$ cat config.mk
export PLATFORM = sky130hd
export DESIGN_NAME = dual_mode_frequency_counter_unit
export DESIGN_NICKNAME = d
export VERILOG_FILES = /design/src/rtl/dmfc_pkg.sv /design/src/rtl/dmfc_meas.sv /design/src/rtl/dmfc_div.sv /design/src/rtl/dual_mode_frequency_counter_unit.sv
export VERILOG_INCLUDE_DIRS = /design/src /design/src/rtl
export SDC_FILE = /design/constraint.sdc
export NUM_CORES = 2
export LEC_CHECK = 0
export ABC_AREA = 1
export BUFFER_PORTS_ARGS = -buffer_cell sky130_fd_sc_hd__buf_2
export CORE_ASPECT_RATIO = 0.7
export CORE_MARGIN = 1
export CORE_UTILIZATION = 55
export CTS_CLUSTER_DIAMETER = 40
export DETAILED_ROUTE_END_ITERATION = 7
export PLACE_DENSITY = 0.75
export SLEW_MARGIN = 20
export SYNTH_ARGS = -nofsm -noshare
export SYNTH_HDL_FRONTEND = slang
export SYNTH_HIERARCHICAL = 1
export SYNTH_SLANG_ARGS = --single-unit
export TNS_END_PERCENT = 1
$ cat constraint.sdc
create_clock -name clk -period 10.4 [get_ports clk]
set_clock_uncertainty 0.1 [all_clocks]
set_input_delay 0.52 -clock clk [delete_from_list [all_inputs] [get_ports clk]]
set_output_delay 0.52 -clock clk [all_outputs]
set_load 0.01 [all_outputs]
$ cat src/rtl/dual_mode_frequency_counter_unit_defines.svh
// Assertion macros for the dual-mode frequency counter.
// Every macro samples on clk and is disabled while rst_n is low.
`ifndef DUAL_MODE_FREQUENCY_COUNTER_UNIT_DEFINES_SVH
`define DUAL_MODE_FREQUENCY_COUNTER_UNIT_DEFINES_SVH

// Consequent must hold in the same cycle as the antecedent.
`define DMFC_ASSERT_SAME(lbl, ante, cons, msg) \
  lbl: assert property (@(posedge clk) disable iff (!rst_n) (ante) |-> (cons)) \
    else $error(msg);

// Consequent must hold in the cycle after the antecedent.
`define DMFC_ASSERT_NEXT(lbl, ante, cons, msg) \
  lbl: assert property (@(posedge clk) disable iff (!rst_n) (ante) |=> (cons)) \
    else $error(msg);

`endif

$ cat src/rtl/dmfc_pkg.sv
// Shared types and constants for the dual-mode frequency counter.
// No dependencies; imported by every module of the block.
`timescale 1ns / 1ps

package dmfc_pkg;

  localparam int ADDR_W   = 4;   // three 32-bit registers at 0x0, 0x4, 0x8
  localparam int DATA_W   = 32;
  localparam int GATE_W   = 19;
  localparam int TGT_W    = 32;
  localparam int RES_W    = 32;
  localparam int FRAC_W   = 8;   // Q24.8 result
  localparam int QSAT_SH  = RES_W - FRAC_W;  // integer part limit is 2^24
  localparam int MS_PER_S = 1000;

  localparam logic [GATE_W-1:0] GATE_RST = GATE_W'(1000);
  localparam logic [TGT_W-1:0]  TGT_RST  = TGT_W'(1000);

  typedef enum logic [1:0] {
    REG_MODE   = 2'd0,
    REG_GATE   = 2'd1,
    REG_TARGET = 2'd2
  } reg_idx_t;

  typedef enum logic [1:0] {
    PH_IDLE  = 2'd0,
    PH_ARMED = 2'd1,
    PH_RUN   = 2'd2
  } phase_t;

  typedef enum logic [1:0] {
    CS_COUNT = 2'd0,
    CS_MUL   = 2'd1,
    CS_DIV   = 2'd2
  } ctl_state_t;

  typedef enum logic [1:0] {
    DV_IDLE = 2'd0,
    DV_CHK  = 2'd1,
    DV_RUN  = 2'd2,
    DV_DONE = 2'd3
  } div_state_t;

  typedef struct packed {
    logic done;
    logic sat;
  } div_stat_t;

endpackage

$ cat src/rtl/dmfc_meas.sv
// Edge detector, phase tracking and tick/edge counters of the frequency counter.
// Depends on dmfc_pkg.
`timescale 1ns / 1ps

module dmfc_meas import dmfc_pkg::*; #(
  parameter int COUNT_WIDTH = 32,
  parameter int GP_W        = 46
) (
  input  logic                   clk,
  input  logic                   rst_n,
  input  logic                   step,
  input  logic                   level,
  input  logic                   start,
  input  logic                   stop,
  input  logic                   mode,
  input  logic [GP_W-1:0]        gate_prod,
  input  logic [TGT_W-1:0]       target,
  output logic                   fin,
  output logic [COUNT_WIDTH-1:0] fin_edges,
  output logic [COUNT_WIDTH-1:0] fin_ticks
);

  localparam int SC_W = COUNT_WIDTH + 10;
  localparam int CG_W = (SC_W > GP_W) ? SC_W : GP_W;
  localparam int CE_W = (COUNT_WIDTH > TGT_W) ? COUNT_WIDTH : TGT_W;
  localparam logic [COUNT_WIDTH-1:0] CNT_MAX = '1;
  localparam logic [SC_W-1:0] SC_BASE = SC_W'(MS_PER_S - 1);
  localparam logic [SC_W-1:0] SC_STEP = SC_W'(MS_PER_S);

  phase_t                 phase_r, phase_nxt;
  logic                   prev_r;
  logic [COUNT_WIDTH-1:0] tick_r, tick_nxt;
  logic [COUNT_WIDTH-1:0] edge_r, edge_nxt;
  logic [SC_W-1:0]        sc_r, sc_nxt;     // 1000 * ticks + 999
  logic                   rise, t_inc, gate_hit, tgt_hit, run_hit;
  logic [COUNT_WIDTH-1:0] t_run, e_run;
  logic [SC_W-1:0]        sc_run;

  assign rise   = level & ~prev_r;
  assign t_inc  = (tick_r != CNT_MAX);
  assign t_run  = t_inc ? tick_r + 1'b1 : tick_r;
  assign sc_run = t_inc ? sc_r + SC_STEP : sc_r;
  assign e_run  = (rise && (edge_r != CNT_MAX)) ? edge_r + 1'b1 : edge_r;

  // ticks >= floor(P/1000) is the same as P <= 1000*ticks + 999
  assign gate_hit = (t_run == CNT_MAX) || (CG_W'(gate_prod) <= CG_W'(sc_run));
  assign tgt_hit  = (CE_W'(e_run) >= CE_W'(target));
  assign run_hit  = mode ? tgt_hit : gate_hit;

  always_comb begin
    phase_nxt = phase_r;
    if (step) begin
      priority if (stop) begin
        phase_nxt = PH_IDLE;
      end else if (start) begin
        phase_nxt = PH_ARMED;
      end else begin
        unique case (phase_r)
          PH_ARMED: if (rise) phase_nxt = PH_RUN;
          PH_RUN:   if (run_hit) phase_nxt = PH_IDLE;
          default:  phase_nxt = PH_IDLE;
        endcase
      end
    end
  end

  always_comb begin
    tick_nxt = tick_r;
    edge_nxt = edge_r;
    sc_nxt   = sc_r;
    if (step && !stop) begin
      if (start || ((phase_r == PH_ARMED) && rise)) begin
        tick_nxt = '0;
        edge_nxt = '0;
        sc_nxt   = SC_BASE;
      end else if (phase_r == PH_RUN) begin
        tick_nxt = t_run;
        edge_nxt = e_run;
        sc_nxt   = sc_run;
      end
    end
  end

  always_comb begin
    fin       = step && !stop && !start && (phase_r == PH_RUN) && run_hit;
    fin_edges = e_run;
    fin_ticks = t_run;
  end

  always_ff @(posedge clk) begin
    if (!rst_n) begin
      phase_r <= PH_IDLE;
      prev_r  <= 1'b0;
      tick_r  <= '0;
      edge_r  <= '0;
      sc_r    <= SC_BASE;
    end else begin
      phase_r <= phase_nxt;
      tick_r  <= tick_nxt;
      edge_r  <= edge_nxt;
      sc_r    <= sc_nxt;
      if (step) prev_r <= level;
    end
  end

endmodule

$ cat src/rtl/dmfc_div.sv
// Shared restoring divider: floor(num * 256 / den) as saturating Q24.8.
// One compare-subtract per cycle; depends on dmfc_pkg.
`timescale 1ns / 1ps

module dmfc_div import dmfc_pkg::*; #(
  parameter int NUM_W = 59,
  parameter int DEN_W = 32
) (
  input  logic             clk,
  input  logic             rst_n,
  input  logic             start,
  input  logic             ack,
  input  logic [NUM_W-1:0] num,
  input  logic [DEN_W-1:0] den,
  output div_stat_t        stat,
  output logic [RES_W-1:0] quo
);

  localparam int CMP_W  = (NUM_W > DEN_W + QSAT_SH) ? NUM_W : DEN_W + QSAT_SH;
  localparam int STEP_W = $clog2(RES_W);
  localparam logic [STEP_W-1:0] LAST_STEP = STEP_W'(RES_W - 1);

  div_state_t        st_r, st_nxt;
  logic [NUM_W-1:0]  num_r;
  logic [DEN_W-1:0]  den_r, rem_r;
  logic [RES_W-1:0]  quo_r;
  logic              sat_r;
  logic [STEP_W-1:0] step_r;
  logic [CMP_W-1:0]  num_x, den_x;
  logic              over, ge;
  logic [DEN_W:0]    trial, den_t, diff;

  assign num_x = CMP_W'(num_r);
  assign den_x = CMP_W'(den_r) << QSAT_SH;
  assign over  = (num_x >= den_x);
  // quo_r doubles as the shift register of remaining dividend bits
  assign trial = {rem_r, quo_r[RES_W-1]};
  assign den_t = {1'b0, den_r};
  assign ge    = (trial >= den_t);
  assign diff  = trial - den_t;

  always_comb begin
    st_nxt = st_r;
    unique case (st_r)
      DV_IDLE: if (start) st_nxt = DV_CHK;
      DV_CHK:  st_nxt = over ? DV_DONE : DV_RUN;
      DV_RUN:  if (step_r == LAST_STEP) st_nxt = DV_DONE;
      DV_DONE: if (ack) st_nxt = DV_IDLE;
      default: st_nxt = DV_IDLE;
    endcase
  end

  always_comb begin
    stat.done = (st_r == DV_DONE);
    stat.sat  = sat_r;
    quo       = quo_r;
  end

  always_ff @(posedge clk) begin
    if (!rst_n) begin
      st_r <= DV_IDLE;
    end else begin
      st_r <= st_nxt;
    end
  end

  always_ff @(posedge clk) begin
    unique case (st_r)
      DV_IDLE: begin
        if (start) begin
          num_r <= num;
          den_r <= den;
        end
      end
      DV_CHK: begin
        sat_r  <= over;
        step_r <= '0;
        if (over) begin
          quo_r <= '1;
        end else begin
          rem_r <= num_x[QSAT_SH +: DEN_W];
          quo_r <= {num_x[QSAT_SH-1:0], {FRAC_W{1'b0}}};
        end
      end
      DV_RUN: begin
        rem_r  <= ge ? diff[DEN_W-1:0] : trial[DEN_W-1:0];
        quo_r  <= {quo_r[RES_W-2:0], ge};
        step_r <= step_r + 1'b1;
      end
      default: begin
      end
    endcase
  end

endmodule

$ cat src/rtl/dual_mode_frequency_counter_unit.sv
// Top level of the dual-mode (gate / reciprocal) frequency counter.
// Uses dmfc_pkg, dmfc_meas, dmfc_div and the assertion macro header.
//
//   port group   handshake             contents
//   in_*         in_valid / in_ready   signal_level, start_cmd, stop_cmd (one tick)
//   out_*        out_valid / out_ready freq_q8 (Q24.8 Hz), raw_value, saturated
//   APB          psel/penable/pwrite   measure_mode @0x0, gate_ms @0x4, edge_target @0x8
//
// A tick that does not finish a measurement leaves in_ready high.
// A finishing tick drops in_ready through one multiply, one range check,
// 32 restoring divide steps and the hand-off, with the divide steps skipped
// when the result saturates.
// A full output register stretches the hand-off until out_ready takes it.
// Reset (synchronous, rst_n low) clears phase, counters and out_valid and loads the config defaults.
`timescale 1ns / 1ps
`include "dual_mode_frequency_counter_unit_defines.svh"

module dual_mode_frequency_counter_unit import dmfc_pkg::*; #(
  parameter int TICK_HZ     = 16000000,
  parameter int COUNT_WIDTH = 32
) (
  input  logic              clk,
  input  logic              rst_n,
  input  logic              in_valid,
  output logic              in_ready,
  input  logic              in_signal_level,
  input  logic              in_start_cmd,
  input  logic              in_stop_cmd,
  output logic              out_valid,
  input  logic              out_ready,
  output logic [RES_W-1:0]  out_freq_q8,
  output logic [RES_W-1:0]  out_raw_value,
  output logic              out_saturated,
  input  logic              psel,
  input  logic              penable,
  input  logic              pwrite,
  input  logic [ADDR_W-1:0] paddr,
  input  logic [DATA_W-1:0] pwdata,
  output logic [DATA_W-1:0] prdata,
  output logic              pready
);

  localparam int TICK_W = $clog2(TICK_HZ + 1);
  localparam int GP_W   = GATE_W + TICK_W;
  localparam int DEN_W  = (COUNT_WIDTH > GATE_W) ? COUNT_WIDTH : GATE_W;
  localparam int A_W    = (COUNT_WIDTH > TGT_W) ? COUNT_WIDTH : TGT_W;
  localparam int NG_W   = COUNT_WIDTH + 10;
  localparam int NR_W   = TGT_W + TICK_W;
  localparam int NUM_W  = (NG_W > NR_W) ? NG_W : NR_W;
  localparam int RX_W   = ((COUNT_WIDTH > RES_W) ? COUNT_WIDTH : RES_W) + 1;
  localparam longint GP_RST_L = longint'(GATE_RST) * longint'(TICK_HZ);
  localparam logic [GP_W-1:0] GP_RST = GP_W'(GP_RST_L);

  // ---------------------------------------------------------------- config
  logic              mode_r;
  logic [GATE_W-1:0] gate_ms_r;
  logic [TGT_W-1:0]  target_r;
  logic [GP_W-1:0]   gate_prod_r;   // gate_ms (zero read as one) * TICK_HZ
  logic              cfg_wr;
  reg_idx_t          reg_idx;
  logic [GATE_W-1:0] wr_gate, wr_gate_eff, gate_eff;
  logic [TGT_W-1:0]  tgt_eff;
  logic [GP_W-1:0]   wr_prod;

  assign pready      = 1'b1;
  assign cfg_wr      = psel & penable & pwrite & pready;
  assign reg_idx     = reg_idx_t'(paddr[ADDR_W-1:2]);
  assign wr_gate     = pwdata[GATE_W-1:0];
  assign wr_gate_eff = (wr_gate == '0) ? GATE_W'(1) : wr_gate;
  // Precompute the gate length product on the write so ticks compare without a divide
  assign wr_prod     = GP_W'(wr_gate_eff) * GP_W'(TICK_HZ);
  assign gate_eff    = (gate_ms_r == '0) ? GATE_W'(1) : gate_ms_r;
  assign tgt_eff     = (target_r == '0) ? TGT_W'(1) : target_r;

  always_comb begin
    unique case (reg_idx)
      REG_MODE:   prdata = DATA_W'(mode_r);
      REG_GATE:   prdata = DATA_W'(gate_ms_r);
      REG_TARGET: prdata = DATA_W'(target_r);
      default:    prdata = '0;
    endcase
  end

  always_ff @(posedge clk) begin
    if (!rst_n) begin
      mode_r      <= 1'b0;
      gate_ms_r   <= GATE_RST;
      target_r    <= TGT_RST;
      gate_prod_r <= GP_RST;
    end else if (cfg_wr) begin
      unique case (reg_idx)
        REG_MODE: mode_r <= pwdata[0];
        REG_GATE: begin
          gate_ms_r   <= wr_gate;
          gate_prod_r <= wr_prod;
        end
        REG_TARGET: target_r <= pwdata[TGT_W-1:0];
        default: begin
        end
      endcase
    end
  end

  // ---------------------------------------------------------------- counting
  logic                   in_step, meas_fin;
  logic [COUNT_WIDTH-1:0] fin_edges, fin_ticks;

  assign in_step = in_valid & in_ready;

  dmfc_meas #(
    .COUNT_WIDTH (COUNT_WIDTH),
    .GP_W        (GP_W)
  ) u_meas (
    .clk       (clk),
    .rst_n     (rst_n),
    .step      (in_step),
    .level     (in_signal_level),
    .start     (in_start_cmd),
    .stop      (in_stop_cmd),
    .mode      (mode_r),
    .gate_prod (gate_prod_r),
    .target    (tgt_eff),
    .fin       (meas_fin),
    .fin_edges (fin_edges),
    .fin_ticks (fin_ticks)
  );

  // ---------------------------------------------------------------- operands
  // Latch everything the result needs on the finishing tick; the config is
  // free to change afterwards.
  logic              opr_mode_r;
  logic [A_W-1:0]    opr_val_r;
  logic [DEN_W-1:0]  opr_den_r;
  logic [RES_W-1:0]  opr_raw_r;
  logic [COUNT_WIDTH-1:0] raw_sel;
  logic [RX_W-1:0]   raw_x;

  assign raw_sel = mode_r ? fin_ticks : fin_edges;
  assign raw_x   = RX_W'(raw_sel);

  always_ff @(posedge clk) begin
    if (in_step && meas_fin) begin
      opr_mode_r <= mode_r;
      opr_val_r  <= mode_r ? A_W'(tgt_eff) : A_W'(fin_edges);
      opr_den_r  <= mode_r ? DEN_W'(fin_ticks) : DEN_W'(gate_eff);
      opr_raw_r  <= (|raw_x[RX_W-1:RES_W]) ? '1 : raw_x[RES_W-1:0];
    end
  end

  // Dividend: edges * 1000 in gate mode, target * TICK_HZ in reciprocal mode
  logic [NR_W-1:0]  prod_recip;
  logic [NUM_W-1:0] val_x, prod_gate, div_num;

  assign prod_recip = NR_W'(opr_val_r[TGT_W-1:0]) * NR_W'(TICK_HZ);
  assign val_x      = NUM_W'(opr_val_r);
  // 1000 = 1024 - 16 - 8
  assign prod_gate  = (val_x << 10) - (val_x << 4) - (val_x << 3);
  assign div_num    = opr_mode_r ? NUM_W'(prod_recip) : prod_gate;

  // ---------------------------------------------------------------- control
  ctl_state_t       ctl_st_r, ctl_st_nxt;
  logic             div_start, div_ack, out_free, out_load;
  div_stat_t        div_stat;
  logic [RES_W-1:0] div_quo;

  dmfc_div #(
    .NUM_W (NUM_W),
    .DEN_W (DEN_W)
  ) u_div (
    .clk   (clk),
    .rst_n (rst_n),
    .start (div_start),
    .ack   (div_ack),
    .num   (div_num),
    .den   (opr_den_r),
    .stat  (div_stat),
    .quo   (div_quo)
  );

  logic             out_valid_r;
  logic [RES_W-1:0] out_freq_r, out_raw_r;
  logic             out_sat_r;

  assign out_free = !out_valid_r || out_ready;

  always_comb begin
    ctl_st_nxt = ctl_st_r;
    unique case (ctl_st_r)
      CS_COUNT: if (in_step && meas_fin) ctl_st_nxt = CS_MUL;
      CS_MUL:   ctl_st_nxt = CS_DIV;
      CS_DIV:   if (div_stat.done && out_free) ctl_st_nxt = CS_COUNT;
      default:  ctl_st_nxt = CS_COUNT;
    endcase
  end

  always_comb begin
    in_ready  = (ctl_st_r == CS_COUNT);
    div_start = (ctl_st_r == CS_MUL);
    out_load  = (ctl_st_r == CS_DIV) && div_stat.done && out_free;
    div_ack   = out_load;
  end

  always_ff @(posedge clk) begin
    if (!rst_n) begin
      ctl_st_r <= CS_COUNT;
    end else begin
      ctl_st_r <= ctl_st_nxt;
    end
  end

  // ---------------------------------------------------------------- output
  // Hold the result until taken; drop valid on a handshake with no reload.
  always_ff @(posedge clk) begin
    if (!rst_n) begin
      out_valid_r <= 1'b0;
    end else if (out_load) begin
      out_valid_r <= 1'b1;
    end else if (out_ready) begin
      out_valid_r <= 1'b0;
    end
  end

  always_ff @(posedge clk) begin
    if (out_load) begin
      out_freq_r <= div_quo;
      out_raw_r  <= opr_raw_r;
      out_sat_r  <= div_stat.sat;
    end
  end

  assign out_valid     = out_valid_r;
  assign out_freq_q8   = out_freq_r;
  assign out_raw_value = out_raw_r;
  assign out_saturated = out_sat_r;

  // ---------------------------------------------------------------- checks
  `DMFC_ASSERT_NEXT(a_fin_starts_mul, in_step && meas_fin, ctl_st_r == CS_MUL, "finishing transaction did not start the divide")
  `DMFC_ASSERT_SAME(a_done_only_in_div, div_stat.done, ctl_st_r == CS_DIV, "divider done outside the divide state")
  `DMFC_ASSERT_SAME(a_sat_all_ones, out_valid && out_saturated, out_freq_q8 == '1, "saturated result is not all ones")

endmodule
==> results summary <==
The flow ran to the end, and the final reports show no timing, DRC or antenna violations. Measured along the x axis, the die boundary spans 341.7 µm. The region available for standard cell placement spans 79300 µm². The sequential fraction of the synthesis area came out at between 30% and 40%.

Summed over all layers, the routed wires come to roughly 130 mm. In the global route stage, overall resource usage came out at 32.28%. The transition time at the pin with the least slew margin came out at about 1100 ps. Relative to the synthesized area, the layout overhead comes to 8.873%. Counting every sink on the clock net gives 517. STA puts the critical path data required time at 10650 ps. The fill cell total of the finished layout came out at 7072.

Setup repair after global routing left no endpoint under its margin. The relative slew slack came out at 28.38%. The peak fanout along the critical path came out at 8. The cell count of the worst reg-to-reg path came out at 23. The H-tree depth is 3. The post-route worst hold slack is 99.31 ps. The overall power after layout is about 7.9 mW. The final number of max-transition violations came out at 0.

The synthesized area per cell is 7.751 µm². In the final routed layout, each cell accounts on average for ~19 µm. Yosys mapped the design onto 62 distinct sky130hd cell types. STA classifies the critical path endpoint as a register. The flip-flop and latch count after synthesis is a little over 500.

The I/O pin total came out at 146. The number of buffers inserted by port buffering came out at 142. Post-CTS timing repair inserted 0 buffers for setup.

The number of hold violations in the final report came to 0. The average via count per standard cell came out at 5.620. The number of warnings issued by yosys is 6. The number of antenna violations at the first check in global routing was 11.

The worst setup path is of the register to register kind. The number of instances in the synthesized netlist came out at 5732. The first global-routing pass estimated 204.0 mm of wire. The number of global-route vias before repair came to 36020. The number of CTS-inserted buffers came out at 66. The fraction of final layout cells sized beyond drive strength 1 is 7.473%. After clock tree synthesis, the flow added hold-fix buffers numbering 0. The die is 239.8 µm tall. The overall die area came out at 81940 µm². The cell area that synthesis handed to floorplanning was between 40000 and 50000 µm². The CTS clock-pin slew for the worst setup and hold paths is 60 ps. The tree is rooted in a clkbuf_16. The initial utilization of the core area, before any placement, comes to 56.03%. The number of nets still failing antenna checks after routing came out at 0.

The CTS tree is built. Across the run, the number of max-cap violations was 0. The number of buffers on the longest clock path came out at 3. The hold path depth came out at 3. In the synthesized netlist the async set-or-reset flop fraction comes to 0%. Row generation in the floorplan step produced 86 rows.

The violation count after the first detailed-routing iteration came out at 4444. For this run, design rule violations remaining after detail routing come to 0. The leakage power came out at 21.84 nW. Timing would allow up to roughly 0.15 GHz. The layout net count came out at roughly 6500. The final weighted congestion in routability-driven placement came out at 0.9972. The register-to-register path setup slack is 3640 ps. The most used flip-flop cell after synthesis is edfxtp_1. The total half-perimeter wirelength after legalization and detailed placement came out at approximately 110 mm. Yosys mapped a number of flops with a built-in enable equal to 320.

The worst ir drop on vdd came out at 0.2301 mV. The data arrival time of the critical path is between 7000 and 8000 ps. Counting I/O delays and the setup requirement, the final critical path takes 6761 ps. The tightest min-delay check is of the input pin to register type. The post-route fraction of the period consumed by the critical path is 65.01%. The power per standard cell area is 163.7 nW/µm². The count of vias placed by the detailed router came out at 38880.

The number of setup violations in the final report is 0. The number of detailed-route iterations in the first pass came out at 6. The maximum number of pins on one net before global-route repair is 97.

The insertion delay of the later-clocked pin in the worst-skew pair came out at 630 ps. The overall overflow remaining after global route came out at 0. The worst setup path is launched from a register. The setup total negative slack came out at 0 ps. Gates resized during post-CTS repair numbered 0.
==> layout by cell type (no fill, tap or decap), drive strengths merged, types with 65 or more instances in the layout <==
master,Yosys,final
a21oi,440,440
nand4,69,69
edfxtp,320,320
nand2,1389,1389
dfxtp,197,197
o21ai,370,370
xnor2,65,65
nand3,205,205
xor2,89,89
nor2,507,507
inv,902,921
clkbuf,138,75
buf,26,160
ha,483,483
fa,206,206
==> worst max-delay path, stage by stage, from the launching register on <==
cell      delay (ps)
edfxtp_1         770
inv_1            390
fa_1             590
fa_1             550
inv_1             50
fa_1             570
inv_1             60
fa_1             500
inv_1             40
ha_1             270
inv_1             50
fa_1             490
inv_1             40
ha_1             350
nand2_1          110
nor2_1           160
inv_1             70
o21bai_1         220
nand2_1           80
nand2_1          130
inv_1             70
o21ai_1          290
o21ai_0          120
o21ai_0          430
==> power breakdown <==
part / internal (mW) / switching, mW / total, mW / leakage [nW]
Clock: 1.43 / 0.990 / 2.42 / 1.13
Combinational: 1.07 / 1.95 / 3.02 / 16.2
Sequential: 2.38 / 0.0894 / 2.47 / 4.54
Total: 4.88 / 3.03 / 7.92 / 21.8
==> per-stage QoR <==
step                std cells  instance area [µm²]  worst slack, ps  util, %
detailed placement       6795                45980             3189    57.98
global placement         6795                45980             3245    57.98
finish                   6918                48370             3639    61.00
global route             6917                48370             3352    60.99
CTS                      6916                48340             3814    60.96
floorplan                5744                44480             4482        -
==> Yosys cell counts (6+ instances only) <==
| cell type | number | area share [%] |
|---|---|---|
| nand2_2 | 54 | 0.76 |
| o22ai_1 | 14 | 0.20 |
| nand2_1 | 1331 | 11 |
| xnor2_1 | 65 | 1.3 |
| nand3b_1 | 48 | 0.81 |
| nand3_1 | 181 | 2.0 |
| a21boi_0 | 9 | 0.15 |
| dfxtp_1 | 197 | 8.9 |
| o211ai_1 | 32 | 0.54 |
| nand3_2 | 24 | 0.54 |
| nand4_1 | 67 | 0.94 |
| a211oi_1 | 6 | 0.10 |
| fa_1 | 206 | 9.3 |
| clkbuf_1 | 138 | 1.2 |
| nor3_1 | 51 | 0.57 |
| o21bai_1 | 14 | 0.24 |
| o21a_1 | 15 | 0.25 |
| ha_1 | 483 | 14 |
| or2_2 | 18 | 0.25 |
| edfxtp_1 | 320 | 22 |
| xor2_1 | 89 | 1.8 |
| nor4_1 | 42 | 0.59 |
| a21o_1 | 22 | 0.37 |
| nor2_1 | 480 | 4.1 |
| inv_2 | 10 | 0.084 |
| a21oi_1 | 437 | 4.9 |
| a31oi_1 | 17 | 0.24 |
| o21ai_1 | 10 | 0.11 |
| buf_2 | 12 | 0.14 |
| nor2_2 | 22 | 0.31 |
| inv_1 | 892 | 7.5 |
| o21ai_0 | 359 | 4.0 |
==> layout make-up <==
cell class              count  area, µm²  area share, %
multi-input cells        4156      26860          55.52
inverters                 907       3408          7.046
clock buffers              75       1738          3.593
clock inverters            46      623.1          1.288
flip-flops and latches    517      13560          28.03
well taps                1056       1321          2.731
diodes                      1      2.502       0.005173
repair buffers            160      865.8          1.790
==> kinds of logic (layout without fill, tap and decap cells) <==
logic type | count (synthesis) | after routing | share of synthesized area [%]
other | 2 | 15 | 0.01690
AO/OA/AOI/OAI | 953 | 953 | 11.55
AND/OR/NAND/NOR | 2346 | 2346 | 22.74
buffers and inverters | 1071 | 1188 | 9.265
adder cells (fa/ha/maj) | 689 | 689 | 22.88
XOR/XNOR | 154 | 154 | 3.036
flip-flops | 517 | 517 | 30.50
==> flip-flops by register name (all words and copies together), names as in the netlist, 2 cells and up <==
register	flops
opr_val_r	32
u_meas/edge_r	32
u_div/quo	32
u_meas/tick_r	32
u_meas/phase_r	2
u_div/num_r	56
gate_ms_r	19
gate_prod_r	33
u_div/den_r	32
u_meas/sc_r	40
ctl_st_r	2
opr_den_r	32
u_div/step_r	5
target_r	32
u_div/rem_r	32
opr_raw_r	32
out_freq_q8	32
out_raw_value	32
u_div/st_r	2
==> path summary, 6_finish.rpt <==
path                 from                to
max          opr_val_r[2]   u_div/num_r[34]
min            pwdata[28]      target_r[28]
max reg2reg  opr_val_r[2]   u_div/num_r[34]
min reg2reg  opr_raw_r[2]  out_raw_value[2]
==> metal layers <==
layer	vias to the layer above	routed length [µm]	global-route usage, %
met5	-	115	0
met4	18	3590	9.145
li1	18830	-	-
met2	1654	52320	44.55
met1	18170	62020	49.32
met3	203	14340	7.770
Note: power is estimated with default switching activity, not from simulation.
